[config.mk]
export PLATFORM = sky130hd
export DESIGN_NAME = trimmed_mean_power_detector_core
export DESIGN_NICKNAME = d
export VERILOG_FILES = /design/src/design/tmpd_pkg.sv /design/src/design/trimmed_mean_power_detector_core.sv /design/src/design/tmpd_ram.sv /design/src/design/tmpd_ctrl.sv /design/src/design/tmpd_dp.sv
export SDC_FILE = /design/constraint.sdc
export NUM_CORES = 1
export LEC_CHECK = 0
export BUFFER_PORTS_ARGS = -buffer_cell sky130_fd_sc_hd__buf_4
export CAP_MARGIN = 0
export CORE_UTILIZATION = 69
export CTS_BUF_LIST = sky130_fd_sc_hd__clkbuf_4 sky130_fd_sc_hd__clkbuf_8 sky130_fd_sc_hd__clkbuf_16
export CTS_CLUSTER_DIAMETER = 50
export DETAILED_ROUTE_END_ITERATION = 7
export PLACE_DENSITY = 0.87
export SYNTH_ARGS = -nofsm -noshare
export SYNTH_HDL_FRONTEND = slang
export SYNTH_SLANG_ARGS = --single-unit
[constraint.sdc]
create_clock -name clk -period 11.9 [get_ports clk]
set_clock_uncertainty 0.15 [all_clocks]
set_input_delay 1.19 -clock clk [delete_from_list [all_inputs] [get_ports clk]]
set_output_delay 1.19 -clock clk [all_outputs]
set_load 0.01 [all_outputs]
[src/design/tmpd_pkg.sv]
// Shared types and constants for the trimmed-mean power detector.
`default_nettype none
package tmpd_pkg;

	localparam int POWER_W     = 16;
	localparam int HOLD_W      = 32;
	localparam int CFG_INDEX_W = 2;
	localparam int CFG_DATA_W  = 32;
	localparam int IN_TDATA_W  = 16;
	localparam int OUT_TDATA_W = 24;

	localparam logic [CFG_INDEX_W-1:0] REG_THRESHOLD = 2'd0;
	localparam logic [CFG_INDEX_W-1:0] REG_HOLD      = 2'd1;

	localparam logic KIND_POWER = 1'b0;
	localparam logic KIND_TICK  = 1'b1;

	localparam logic [CFG_DATA_W-1:0] HOLD_RESET = 32'd1000;

	typedef struct packed {
		logic store;   // write accepted power item into the ring
		logic tick;    // advance the hold count
		logic walk;    // read one ring entry
		logic trim;    // form trimmed sum magnitude and sign
		logic mul;     // multiply by reciprocal
		logic prod;    // take quotient estimate and its back product
		logic fix;     // correct quotient, restore sign
		logic emit;    // decide state and load the output register
	} tmpd_cmd_t;

	typedef struct packed {
		logic will_fill;  // ring is full once the current item is stored
		logic walk_last;  // last entry address is being issued
		logic out_free;   // output register can take a result
	} tmpd_sts_t;

endpackage
`default_nettype wire

[src/design/trimmed_mean_power_detector_core.sv]
// Top level of the trimmed-mean power detector: controller, datapath, checks.
// Usage:
//   s_axis carries one item per handshake: tuser is the kind (power or tick),
//   tdata the frame power in signed Q8.8 dB. A tick advances the hold count.
//   A power item enters a ring of HISTORY_DEPTH entries; once the ring has
//   filled, each power item yields one item on m_axis with the trimmed mean
//   (sum less minimum and maximum, divided by HISTORY_DEPTH-2, toward zero),
//   the detect state and a state-changed flag. The cfg channel writes the
//   threshold (index 0) and hold ticks (index 1); other indexes are ignored.
//   The user writes only while the block is idle; it does not enforce this.
// Timing:
//   A tick or a power item before the ring is full leaves the block idle.
//   A power item with a full ring starts a computation, and no new item is
//   accepted until it ends: one ring entry per cycle through the single RAM
//   read port, then trim, reciprocal multiply, back product, correction and decision.
//   The result sits in an output register; if the receiver stalls, the next
//   item is still accepted and processed, and the block holds in its last
//   step until the output register frees.
// Reset: the ring is empty, detect state absent, hold count zero, threshold
//   zero and hold ticks 1000.
`default_nettype none
module trimmed_mean_power_detector_core
	import tmpd_pkg::*;
#(
	parameter int HISTORY_DEPTH = 5
) (
	input  wire logic                   clk,
	input  wire logic                   arst_n,
	input  wire logic                   s_axis_tvalid,
	output logic                        s_axis_tready,
	input  wire logic [IN_TDATA_W-1:0]  s_axis_tdata,   // [15:0] frame_power
	input  wire logic                   s_axis_tuser,   // [0] kind
	output logic                        m_axis_tvalid,
	input  wire logic                   m_axis_tready,
	// [15:0] average_power, [16] detect_state, [17] state_changed, [23:18] zero
	output logic [OUT_TDATA_W-1:0]      m_axis_tdata,
	input  wire logic                   cfg_valid,
	output logic                        cfg_ready,
	input  wire logic [CFG_INDEX_W-1:0] cfg_index,
	input  wire logic [CFG_DATA_W-1:0]  cfg_data
);

	tmpd_cmd_t cmd;
	tmpd_sts_t sts;

	tmpd_ctrl u_ctrl (
		.clk    (clk),
		.arst_n (arst_n),
		.s_valid(s_axis_tvalid),
		.s_kind (s_axis_tuser),
		.s_ready(s_axis_tready),
		.sts    (sts),
		.cmd    (cmd)
	);

	tmpd_dp #(
		.HISTORY_DEPTH(HISTORY_DEPTH)
	) u_dp (
		.clk        (clk),
		.arst_n     (arst_n),
		.cmd        (cmd),
		.sts        (sts),
		.frame_power(s_axis_tdata[POWER_W-1:0]),
		.cfg_valid  (cfg_valid),
		.cfg_ready  (cfg_ready),
		.cfg_index  (cfg_index),
		.cfg_data   (cfg_data),
		.out_valid  (m_axis_tvalid),
		.out_ready  (m_axis_tready),
		.out_data   (m_axis_tdata)
	);

	// a result is only loaded into a free output register
	a_emit_free: assert property (@(posedge clk) disable iff (!arst_n)
		cmd.emit |-> (!m_axis_tvalid || m_axis_tready))
		else $error("result loaded over a pending output item");

	// no ring walk while input is being accepted
	a_walk_busy: assert property (@(posedge clk) disable iff (!arst_n)
		cmd.walk |-> !s_axis_tready)
		else $error("ring walk while idle");

	// a power item into a ring that is not yet full leaves the block idle
	a_fill_idle: assert property (@(posedge clk) disable iff (!arst_n)
		(s_axis_tvalid && s_axis_tready && (s_axis_tuser == KIND_POWER) && !sts.will_fill)
		|=> s_axis_tready)
		else $error("result started before the ring filled");

	// ticks never start a computation
	a_tick_idle: assert property (@(posedge clk) disable iff (!arst_n)
		(s_axis_tvalid && s_axis_tready && (s_axis_tuser == KIND_TICK))
		|=> (s_axis_tready && !cmd.walk))
		else $error("tick item started a computation");

endmodule
`default_nettype wire

[src/design/tmpd_ram.sv]
// Generic single-write, single-read RAM with registered read data.
`default_nettype none
module tmpd_ram #(
	parameter int WIDTH = 16,
	parameter int DEPTH = 5
) (
	input  wire logic                     clk,
	input  wire logic                     wr_en,
	input  wire logic [$clog2(DEPTH)-1:0] wr_addr,
	input  wire logic [WIDTH-1:0]         wr_data,
	input  wire logic                     rd_en,
	input  wire logic [$clog2(DEPTH)-1:0] rd_addr,
	output logic      [WIDTH-1:0]         rd_data
);

	logic [WIDTH-1:0] mem_q [DEPTH];

	always_ff @(posedge clk) begin
		if (wr_en) begin
			mem_q[wr_addr] <= wr_data;
		end
		if (rd_en) begin
			rd_data <= mem_q[rd_addr];
		end
	end

endmodule
`default_nettype wire

[src/design/tmpd_ctrl.sv]
// Controller state machine: sequences ring walk, division and decision.
`default_nettype none
module tmpd_ctrl
	import tmpd_pkg::*;
(
	input  wire logic      clk,
	input  wire logic      arst_n,
	input  wire logic      s_valid,
	input  wire logic      s_kind,
	output logic           s_ready,
	input  wire tmpd_sts_t sts,
	output tmpd_cmd_t      cmd
);

	localparam logic [2:0] ST_IDLE   = 3'd0;
	localparam logic [2:0] ST_WALK   = 3'd1;
	localparam logic [2:0] ST_DRAIN  = 3'd2;
	localparam logic [2:0] ST_TRIM   = 3'd3;
	localparam logic [2:0] ST_MUL    = 3'd4;
	localparam logic [2:0] ST_PROD   = 3'd5;
	localparam logic [2:0] ST_FIX    = 3'd6;
	localparam logic [2:0] ST_DECIDE = 3'd7;

	logic [2:0] state_q;
	logic [2:0] state_d;
	logic       accept;

	assign s_ready = (state_q == ST_IDLE);
	assign accept  = s_valid && s_ready;

	always_comb begin
		state_d = state_q;
		cmd     = '0;
		case (state_q)
			ST_IDLE: begin
				cmd.store = accept && (s_kind == KIND_POWER);
				cmd.tick  = accept && (s_kind == KIND_TICK);
				if (cmd.store && sts.will_fill) begin
					state_d = ST_WALK;
				end
			end
			ST_WALK: begin
				cmd.walk = 1'b1;
				if (sts.walk_last) begin
					state_d = ST_DRAIN;
				end
			end
			// last read word lands in the accumulators here
			ST_DRAIN: state_d = ST_TRIM;
			ST_TRIM: begin
				cmd.trim = 1'b1;
				state_d  = ST_MUL;
			end
			ST_MUL: begin
				cmd.mul = 1'b1;
				state_d = ST_PROD;
			end
			ST_PROD: begin
				cmd.prod = 1'b1;
				state_d  = ST_FIX;
			end
			ST_FIX: begin
				cmd.fix = 1'b1;
				state_d = ST_DECIDE;
			end
			ST_DECIDE: begin
				// hold until the previous result has been taken
				if (sts.out_free) begin
					cmd.emit = 1'b1;
					state_d  = ST_IDLE;
				end
			end
			default: state_d = ST_IDLE;
		endcase
	end

	always_ff @(posedge clk or negedge arst_n) begin
		if (!arst_n) begin
			state_q <= ST_IDLE;
		end else begin
			state_q <= state_d;
		end
	end

endmodule
`default_nettype wire

[src/design/tmpd_dp.sv]
// Datapath: history ring, min/max/sum walk, constant division, hold logic.
`default_nettype none
module tmpd_dp
	import tmpd_pkg::*;
#(
	parameter int HISTORY_DEPTH = 5
) (
	input  wire logic                   clk,
	input  wire logic                   arst_n,
	input  wire tmpd_cmd_t              cmd,
	output tmpd_sts_t                   sts,
	input  wire logic [POWER_W-1:0]     frame_power,
	input  wire logic                   cfg_valid,
	output logic                        cfg_ready,
	input  wire logic [CFG_INDEX_W-1:0] cfg_index,
	input  wire logic [CFG_DATA_W-1:0]  cfg_data,
	output logic                        out_valid,
	input  wire logic                   out_ready,
	output logic [OUT_TDATA_W-1:0]      out_data
);

	localparam int ADDR_W  = $clog2(HISTORY_DEPTH);
	localparam int FILL_W  = $clog2(HISTORY_DEPTH + 1);
	localparam int SUM_W   = POWER_W + $clog2(HISTORY_DEPTH) + 1;
	localparam int MAG_W   = SUM_W - 1;
	localparam int DIVISOR = HISTORY_DEPTH - 2;
	localparam int SHIFT   = SUM_W;
	localparam int RECIP_W = SHIFT + 1;
	localparam int RECIP   = (1 << SHIFT) / DIVISOR;
	localparam int PROD_W  = MAG_W + RECIP_W;
	localparam int PAD_W   = OUT_TDATA_W - POWER_W - 2;

	localparam logic [RECIP_W-1:0] RECIP_C   = RECIP_W'(RECIP);
	localparam logic [MAG_W-1:0]   DIV_C     = MAG_W'(DIVISOR);
	localparam logic [ADDR_W-1:0]  LAST_SLOT = ADDR_W'(HISTORY_DEPTH - 1);
	localparam logic [FILL_W-1:0]  FULL_FILL = FILL_W'(HISTORY_DEPTH);
	localparam logic [HOLD_W-1:0]  TICK_MAX  = '1;

	logic signed [POWER_W-1:0] thr_q;
	logic        [HOLD_W-1:0]  hold_q;
	logic        [ADDR_W-1:0]  wr_slot_q;
	logic        [FILL_W-1:0]  fill_q;
	logic        [ADDR_W-1:0]  rd_idx_q;
	logic                      rd_vld_q;
	logic                      acc_first_q;
	logic signed [SUM_W-1:0]   sum_q;
	logic signed [POWER_W-1:0] min_q;
	logic signed [POWER_W-1:0] max_q;
	logic        [MAG_W-1:0]   mag_q;
	logic                      neg_q;
	logic        [PROD_W-1:0]  prod_q;
	logic        [MAG_W-1:0]   qest_q;
	logic        [MAG_W-1:0]   qd_q;
	logic signed [POWER_W-1:0] mean_q;
	logic                      present_q;
	logic        [HOLD_W-1:0]  ticks_q;
	logic                      out_valid_q;
	logic        [POWER_W-1:0] out_avg_q;
	logic                      out_state_q;
	logic                      out_changed_q;

	logic signed [POWER_W-1:0] rd_word;
	logic        [POWER_W-1:0] rd_raw;
	logic signed [SUM_W-1:0]   trim_sum;
	logic signed [SUM_W-1:0]   trim_abs;
	logic        [MAG_W-1:0]   qest;
	logic        [MAG_W-1:0]   rem;
	logic        [MAG_W-1:0]   q_fixed;
	logic        [POWER_W-1:0] q_short;
	logic                      above;
	logic                      present_d;

	tmpd_ram #(
		.WIDTH(POWER_W),
		.DEPTH(HISTORY_DEPTH)
	) u_ram (
		.clk    (clk),
		.wr_en  (cmd.store),
		.wr_addr(wr_slot_q),
		.wr_data(frame_power),
		.rd_en  (cmd.walk),
		.rd_addr(rd_idx_q),
		.rd_data(rd_raw)
	);

	assign rd_word   = rd_raw;
	assign cfg_ready = 1'b1;

	assign sts.will_fill = (fill_q == FULL_FILL) || (fill_q == FULL_FILL - FILL_W'(1));
	assign sts.walk_last = (rd_idx_q == LAST_SLOT);
	assign sts.out_free  = !out_valid_q || out_ready;

	assign trim_sum = sum_q - SUM_W'(min_q) - SUM_W'(max_q);
	assign trim_abs = trim_sum[SUM_W-1] ? -trim_sum : trim_sum;
	assign qest     = prod_q[SHIFT +: MAG_W];
	assign rem      = mag_q - qd_q;
	assign q_fixed  = (rem >= DIV_C) ? qest_q + MAG_W'(1) : qest_q;
	assign q_short  = q_fixed[POWER_W-1:0];

	// detect decision on the finished mean
	assign above = (mean_q >= thr_q);
	always_comb begin
		present_d = present_q;
		if (above) begin
			present_d = 1'b1;
		end else if (present_q && (ticks_q > hold_q)) begin
			present_d = 1'b0;
		end
	end

	// configuration registers
	always_ff @(posedge clk or negedge arst_n) begin
		if (!arst_n) begin
			thr_q  <= '0;
			hold_q <= HOLD_RESET;
		end else if (cfg_valid && cfg_ready) begin
			case (cfg_index)
				REG_THRESHOLD: thr_q  <= cfg_data[POWER_W-1:0];
				REG_HOLD:      hold_q <= cfg_data[HOLD_W-1:0];
				default: ;
			endcase
		end
	end

	// ring pointers, walk control, detect state
	always_ff @(posedge clk or negedge arst_n) begin
		if (!arst_n) begin
			wr_slot_q   <= '0;
			fill_q      <= '0;
			rd_idx_q    <= '0;
			rd_vld_q    <= 1'b0;
			acc_first_q <= 1'b0;
			present_q   <= 1'b0;
			ticks_q     <= '0;
			out_valid_q <= 1'b0;
		end else begin
			rd_vld_q <= cmd.walk;
			if (cmd.store) begin
				wr_slot_q   <= (wr_slot_q == LAST_SLOT) ? '0 : wr_slot_q + ADDR_W'(1);
				rd_idx_q    <= '0;
				acc_first_q <= 1'b1;
				if (fill_q != FULL_FILL) begin
					fill_q <= fill_q + FILL_W'(1);
				end
			end
			if (cmd.walk) begin
				rd_idx_q <= rd_idx_q + ADDR_W'(1);
			end
			if (rd_vld_q) begin
				acc_first_q <= 1'b0;
			end
			if (cmd.tick && (ticks_q != TICK_MAX)) begin
				ticks_q <= ticks_q + HOLD_W'(1);
			end
			if (cmd.emit) begin
				present_q <= present_d;
				if (above) begin
					ticks_q <= '0;
				end
			end
			if (cmd.emit) begin
				out_valid_q <= 1'b1;
			end else if (out_ready) begin
				out_valid_q <= 1'b0;
			end
		end
	end

	// accumulate and divide
	always_ff @(posedge clk) begin
		if (rd_vld_q) begin
			if (acc_first_q) begin
				sum_q <= SUM_W'(rd_word);
				min_q <= rd_word;
				max_q <= rd_word;
			end else begin
				sum_q <= sum_q + SUM_W'(rd_word);
				if (rd_word < min_q) begin
					min_q <= rd_word;
				end
				if (rd_word > max_q) begin
					max_q <= rd_word;
				end
			end
		end
		if (cmd.trim) begin
			neg_q <= trim_sum[SUM_W-1];
			mag_q <= trim_abs[MAG_W-1:0];
		end
		if (cmd.mul) begin
			prod_q <= PROD_W'(mag_q) * PROD_W'(RECIP_C);
		end
		// estimate is exact or one short
		if (cmd.prod) begin
			qest_q <= qest;
			qd_q   <= MAG_W'(qest * DIV_C);
		end
		if (cmd.fix) begin
			mean_q <= neg_q ? -q_short : q_short;
		end
		if (cmd.emit) begin
			out_avg_q     <= mean_q;
			out_state_q   <= present_d;
			out_changed_q <= (present_d != present_q);
		end
	end

	assign out_valid = out_valid_q;
	assign out_data  = {{PAD_W{1'b0}}, out_changed_q, out_state_q, out_avg_q};

endmodule
`default_nettype wire
# ---- Word level (Yosys, flattened, before mapping)
# Memory sizes are Yosys's and may differ from the RTL's. A register that Yosys moved wholly into a read port is not among the register bits.
# Index checks and enable logic that the tools add are counted.
dict set report totals {
  reg_bits 275
  ram_bits 80
  n_memories 1
}
dict set report op_classes {
  n_mux 34
  n_eq_ne 18
  n_mul 2
  bitwise_logic 1
  add_sub_neg 11
  order_cmp 5
  n_reduce_logical 22
}
# memory words word_bits read_ports rd_clocked_by_memory_dff write_ports line_no
set memory_table {}
lappend memory_table {u_dp.u_ram.mem_q 5 16 1 1 1 tmpd_ram.sv:16} ;# logic [WIDTH-1:0] mem_q [DEPTH];
# cell count
set ops {}
lappend ops {{$mux W16} 6}
lappend ops {{$mux W32} 3}
lappend ops {{$sub A20 B16 Y20} 2}
lappend ops {{$mul A19 B19 Y38 const B} 1}
lappend ops {{$add A32 B1 Y32 const B} 1}
lappend ops {{$gt A32 B32 Y1} 1}
lappend ops {{$ne A32 B32 Y1 const B} 1}
lappend ops {{$eq A3 B3 Y1 const B} 8}
lappend ops {{$pmux W3 S8} 1}
lappend ops {{$add A20 B16 Y20} 1}
lappend ops {{$mux W20} 1}
lappend ops {{$ge A19 B2 Y1 const B} 1}
lappend ops {{$mul A18 B2 Y19 const B} 1}
lappend ops {{$mux W19} 1}
lappend ops {{$neg A19 Y19} 1}
lappend ops {{$sub A19 B19 Y19} 1}
lappend ops {{$mux W3} 6}
lappend ops {{$add A16 B1 Y16 const B} 1}
lappend ops {{$ge A16 B16 Y1} 1}
lappend ops {{$gt A16 B16 Y1} 1}
lappend ops {{$lt A16 B16 Y1} 1}
lappend ops {{$neg A16 Y16} 1}
lappend ops {{$mux W1} 15}
lappend ops {{$reduce_and A2 Y1} 5}
lappend ops {{16 further kinds} 31}

# ---- Depth between registers and ports, before layout
dict set report depth {
  word_depth 8
  mapped_depth 24
}

# ---- Hierarchy
# Synthesis repeated with hierarchy kept, for this count alone.
dict set report unflattened {
  hier_cells 2381
  area_unflattened_um2 25796.0
}
# mod instances cells_each area_each_um2
set modules_own_cells {}
lappend modules_own_cells {tmpd_dp 1 2159 21916.0}
lappend modules_own_cells {tmpd_ram 1 194 3662.3}
lappend modules_own_cells {tmpd_ctrl 1 28 217.7}

# ---- Worst setup path after synthesis
# Ideal clock, no wire load.
dict set report synth_timing {
  path_type {flip-flop to flip-flop}
  startpoint {register u_dp.mag_q[1]}
  endpoint {register u_dp.prod_q[36], data pin}
  path_stages_with_launch 25
  n_path_buf 0
  path_slack_ns 5.587
  period_less_slack_ns 6.313
  arrival_time_ns 5.906
  setup_ns 0.258
  required_ns 11.492
  cell_sequence {edfxtp_1 ha_1 xor2_1 ha_1 inv_1 fa_1 inv_1 fa_1 fa_1 inv_1 fa_1 inv_1 ha_1 nand2_1 or3_1 a211oi_1 o211ai_1 a21oi_1 a31oi_1 o21ai_0 a41o_1 o211ai_1 nand2b_1 a21oi_1 xnor2_1}
}
dict set report synth_via {
  elab_chain_cells 1
}
# element line_no
set synth_lines {}
lappend synth_lines {{from (decl)} tmpd_dp.sv:49} ;# logic [MAG_W-1:0] mag_q;
lappend synth_lines {{from (signal assigned)} tmpd_dp.sv:188} ;# mag_q <= trim_abs[MAG_W-1:0];
lappend synth_lines {{$mul A19 B19 Y38} tmpd_dp.sv:191} ;# prod_q <= PROD_W'(mag_q) * PROD_W'(RECIP_C);
lappend synth_lines {{to (signal assigned)} tmpd_dp.sv:191}
lappend synth_lines {{to (decl)} tmpd_dp.sv:51} ;# logic [PROD_W-1:0] prod_q;
# Every way passes these cells.
# A chain may end at the register's enable or synchronous reset.

# ---- Worst setup path after layout
# Same ends and word-level chain as after synthesis.

==> metrics.txt <==
DR vias between 15k and 20k; die width about 190 um; Simple-Gate Fraction of Synth Area under 10%; Post-synth ARST share between 20 and 30%; critical path class reg2reg; Total Nets Final approximately 2.9k; Critical path origin u_dp.mag_q[1]$_DFFE_PN_; mux contribution to synthesized area around 4%; gr ovfl total 0; Post-Synth Adder-Cell Area 26.5%; synth warn 0; Post-CTS Resized 0; Max FO, Critical Path 7; CTS tree yes; drt wl/cell approximately 21 um; reg2reg end u_dp.prod_q[36]$_DFFE_PP_; Clock Tree Root clkbuf_16; Mapped Area around 25000 um^2; final setup fails 0; most frequent CP cell fa_1; R2R cell count 24; Slew headroom roughly 15%; fin crit share a little over three fifths; worst-path cell chain ha_1 > xor2_1 > ha_1 > a21oi_1 > fa_1 > inv_1 > fa_1 > fa_1 > inv_1 > fa_1 > inv_1 > ha_1 > nand2_1 > or3_1 > a211oi_1 > o211ai_1 > a21oi_1 > a31oi_1 > o21ai_0 > a41o_1 > o211ai_1 > nand2b_1 > a21oi_1 > xnor2_1; EDFF count, synth 254; hold crit path type reg2reg; CTS sink cnt 350; Worst EP required around 12000 ps; drt pass-1 iters 7; Slew @ Worst Pin between 1000 and 1500 ps; placed inst area 26400 um^2; fin util between 70% and 80%; antenna viol nets, final 0; layout cells sized above 1 10.8%; total track usage between 30% and 40%; RSZ-0062 raised after global routing no; dpl ws between 4000 and 5000 ps; Area Overhead vs Synth 9.71%; fin crit period between 7000 and 8000 ps; Die Y-Extent 194 um; vias in the first global route around 19k; Synth Area in XOR/XNOR about 5.7%; worst skew pair latency between 500 and 600 ps; Design Area, Final ~28000 um^2; Detailed Route Iter0 Violations 1439; max_cap viols 0; DP HPWL between 40000 and 50000 um; multi-input gate area in the final layout 13600 um^2; core area ~36000 um^2; Final WS setup ~4400 ps; Yosys reg bits 350; FF/Latch Area 10000 um^2; Top FF cell, synth edfxtp_1; Critical Path Start Type flop; setup_tns 0 ps; vias per cell 6.11; clock slew at reported path FFs about 60 ps; I/O pin cnt 83; number of setup buffers added after CTS 0; clock buffer depth 3; failing checks design-rule violations; largest net degree at the start of global routing 83; CP endpoint kind flop; routed wire length between 60000 and 70000 um; Reg2Reg Setup Slack ~4400 ps; # hold bufs at CTS 0; max incr delay on CP 550 ps; largest family of logic cells by synthesized area adder cells; Post-Synthesis Cells 2290; Peak Freq ~130 MHz; H-tree levels 2; IO Port Bufs 75; Starting Density a little over two thirds; initial antenna violation count 1; Final Wtd Congestion a little over 0.9; outcome finished, violations left; worst setup path end u_dp.prod_q[36]$_DFFE_PP_; row count 69; final hold vios 0; CTS Buf Count 39; Die ar. approximately 37000 um^2; post-synthesis sequential area ratio about two fifths; WP data arrival roughly 7700 ps; Max Slew Vio Count 0; Compound-Gate Fraction of Synth Area 8.07%; Ant. Diodes 0; distinct cell type count after synthesis 70; first-pass GRT wire length 99800 um; syn_area_per_cell about 11 um^2; fillers 2232; R2R Path Start u_dp.mag_q[1]$_DFFE_PN_; Remaining DRCs 4; Slowest cell on crit path fa_1
how the worst min path moves through the flow:
stage | start | cells after the start | slack (ps) | end
2_1_floorplan | u_dp.mean_q[0]$_DFFE_PP_ | 0 | 280 | u_dp.out_avg_q[0]$_DFFE_PP_
3_3_place_gp | u_dp.mean_q[0]$_DFFE_PP_ | 0 | 290 | u_dp.out_avg_q[0]$_DFFE_PP_
3_5_place_dp | u_dp.mean_q[0]$_DFFE_PP_ | 0 | 280 | u_dp.out_avg_q[0]$_DFFE_PP_
4_1_cts | u_dp.mean_q[0]$_DFFE_PP_ | 0 | 290 | u_dp.out_avg_q[0]$_DFFE_PP_
5_1_grt | arst_n | 1 | 310 | u_dp.fill_q[2]$_DFFE_PN0P_
6_report | u_dp.mean_q[0]$_DFFE_PP_ | 0 | 290 | u_dp.out_avg_q[0]$_DFFE_PP_
cell families (layout without fill, tap and decap cells):
kind of cell	after synthesis	after routing
mux	76	76
buf+inv	446	559
compound gates	325	325
simple gates	470	470
flops	350	350
other cells	2	7
fa+ha+maj	455	455
xor+xnor	166	166
layout by cell type (no fill, tap or decap), types with 19 or more instances in the layout:
cell type  count
o21ai_0       97
nand2_1      117
nand2b_1      25
xor2_1        75
nor2b_1       19
dfrtp_1       90
edfxtp_1     254
nand3_1       48
buf_4         87
xnor2_1       91
nor3_1        23
mux2_2        51
a21oi_1       79
fa_1         136
nor2_1       127
inv_1        400
a21o_1        49
ha_1         319
nand4_1       36
clkbuf_16     39
critical path, delay by kind of cell (launching register included):
family | cells | cell delay, ps
AO/OA/AOI/OAI | 9 | 2300
XOR/XNOR | 2 | 480
flip-flops | 1 | 540
adder cells (fa/ha/maj) | 7 | 3070
AND/OR/NAND/NOR | 3 | 570
buffers and inverters | 3 | 170
cells in the mapped netlist (10+ instances only):
master	count	share of area (%)
a211oi_1	11	0.33
a21boi_0	13	0.39
a21o_1	49	1.5
a21oi_1	79	1.6
a31oi_1	11	0.27
clkbuf_1	33	0.49
dfrtp_1	90	8.9
edfxtp_1	254	30
fa_1	136	11
ha_1	319	16
inv_1	400	5.9
mux2_2	51	2.3
mux4_2	16	1.4
nand2_1	117	1.7
nand2b_1	25	0.62
nand3_1	48	0.95
nand4_1	36	0.89
nor2_1	130	1.9
nor2b_1	19	0.47
nor3_1	23	0.45
nor4_1	11	0.27
o21a_1	17	0.50
o21ai_0	97	1.9
or3_1	10	0.25
xnor2_1	91	3.1
xor2_1	75	2.6
metrics by stage:
stage                     hold slack [ps]  cells
final                                 294   2869
after global routing                  306   2869
after CTS                             295   2869
after detailed placement              285   2798
after global placement                285   2798
after floorplan                       276   2295
layout make-up:
type / instances / area share [%]
multi-input cells: 1499 / 49.0
flip-flops and latches: 350 / 36.1
inverters: 401 / 5.42
clock buffers: 54 / 3.99
repair buffers: 87 / 2.35
well taps: 461 / 2.08
clock inverters: 17 / 0.996
registers in the layout, summed over array words and instances, names as in the netlist, 3 cells and up:
| signal | flops |
|---|---|
| u_dp.u_ram.mem_q | 80 |
| u_dp.hold_q | 32 |
| u_dp.ticks_q | 32 |
| u_dp.sum_q | 20 |
| u_dp.mag_q | 19 |
| u_dp.qd_q | 19 |
| u_dp.prod_q | 18 |
| u_dp.max_q | 16 |
| u_dp.mean_q | 16 |
| u_dp.min_q | 16 |
| u_dp.out_avg_q | 16 |
| u_dp.thr_q | 16 |
| u_dp.u_ram.rd_data | 16 |
| u_dp.qest_q | 15 |
| u_ctrl.state_q | 3 |
| u_dp.fill_q | 3 |
| u_dp.rd_idx_q | 3 |
| u_dp.wr_slot_q | 3 |
metal layers:
metal | wire length (um) | vias up | GRT usage (%)
met5 | 0 | - | 0
met4 | 2310 | 0 | 13.5
met3 | 4100 | 139 | 5.13
met2 | 30400 | 684 | 58.8
met1 | 24700 | 8719 | 44.3
li1 | - | 7996 | -
Power is left out: the tool's default activity adds up to more than one toggle a clock period on the data nets, which glitch-free logic cannot reach.
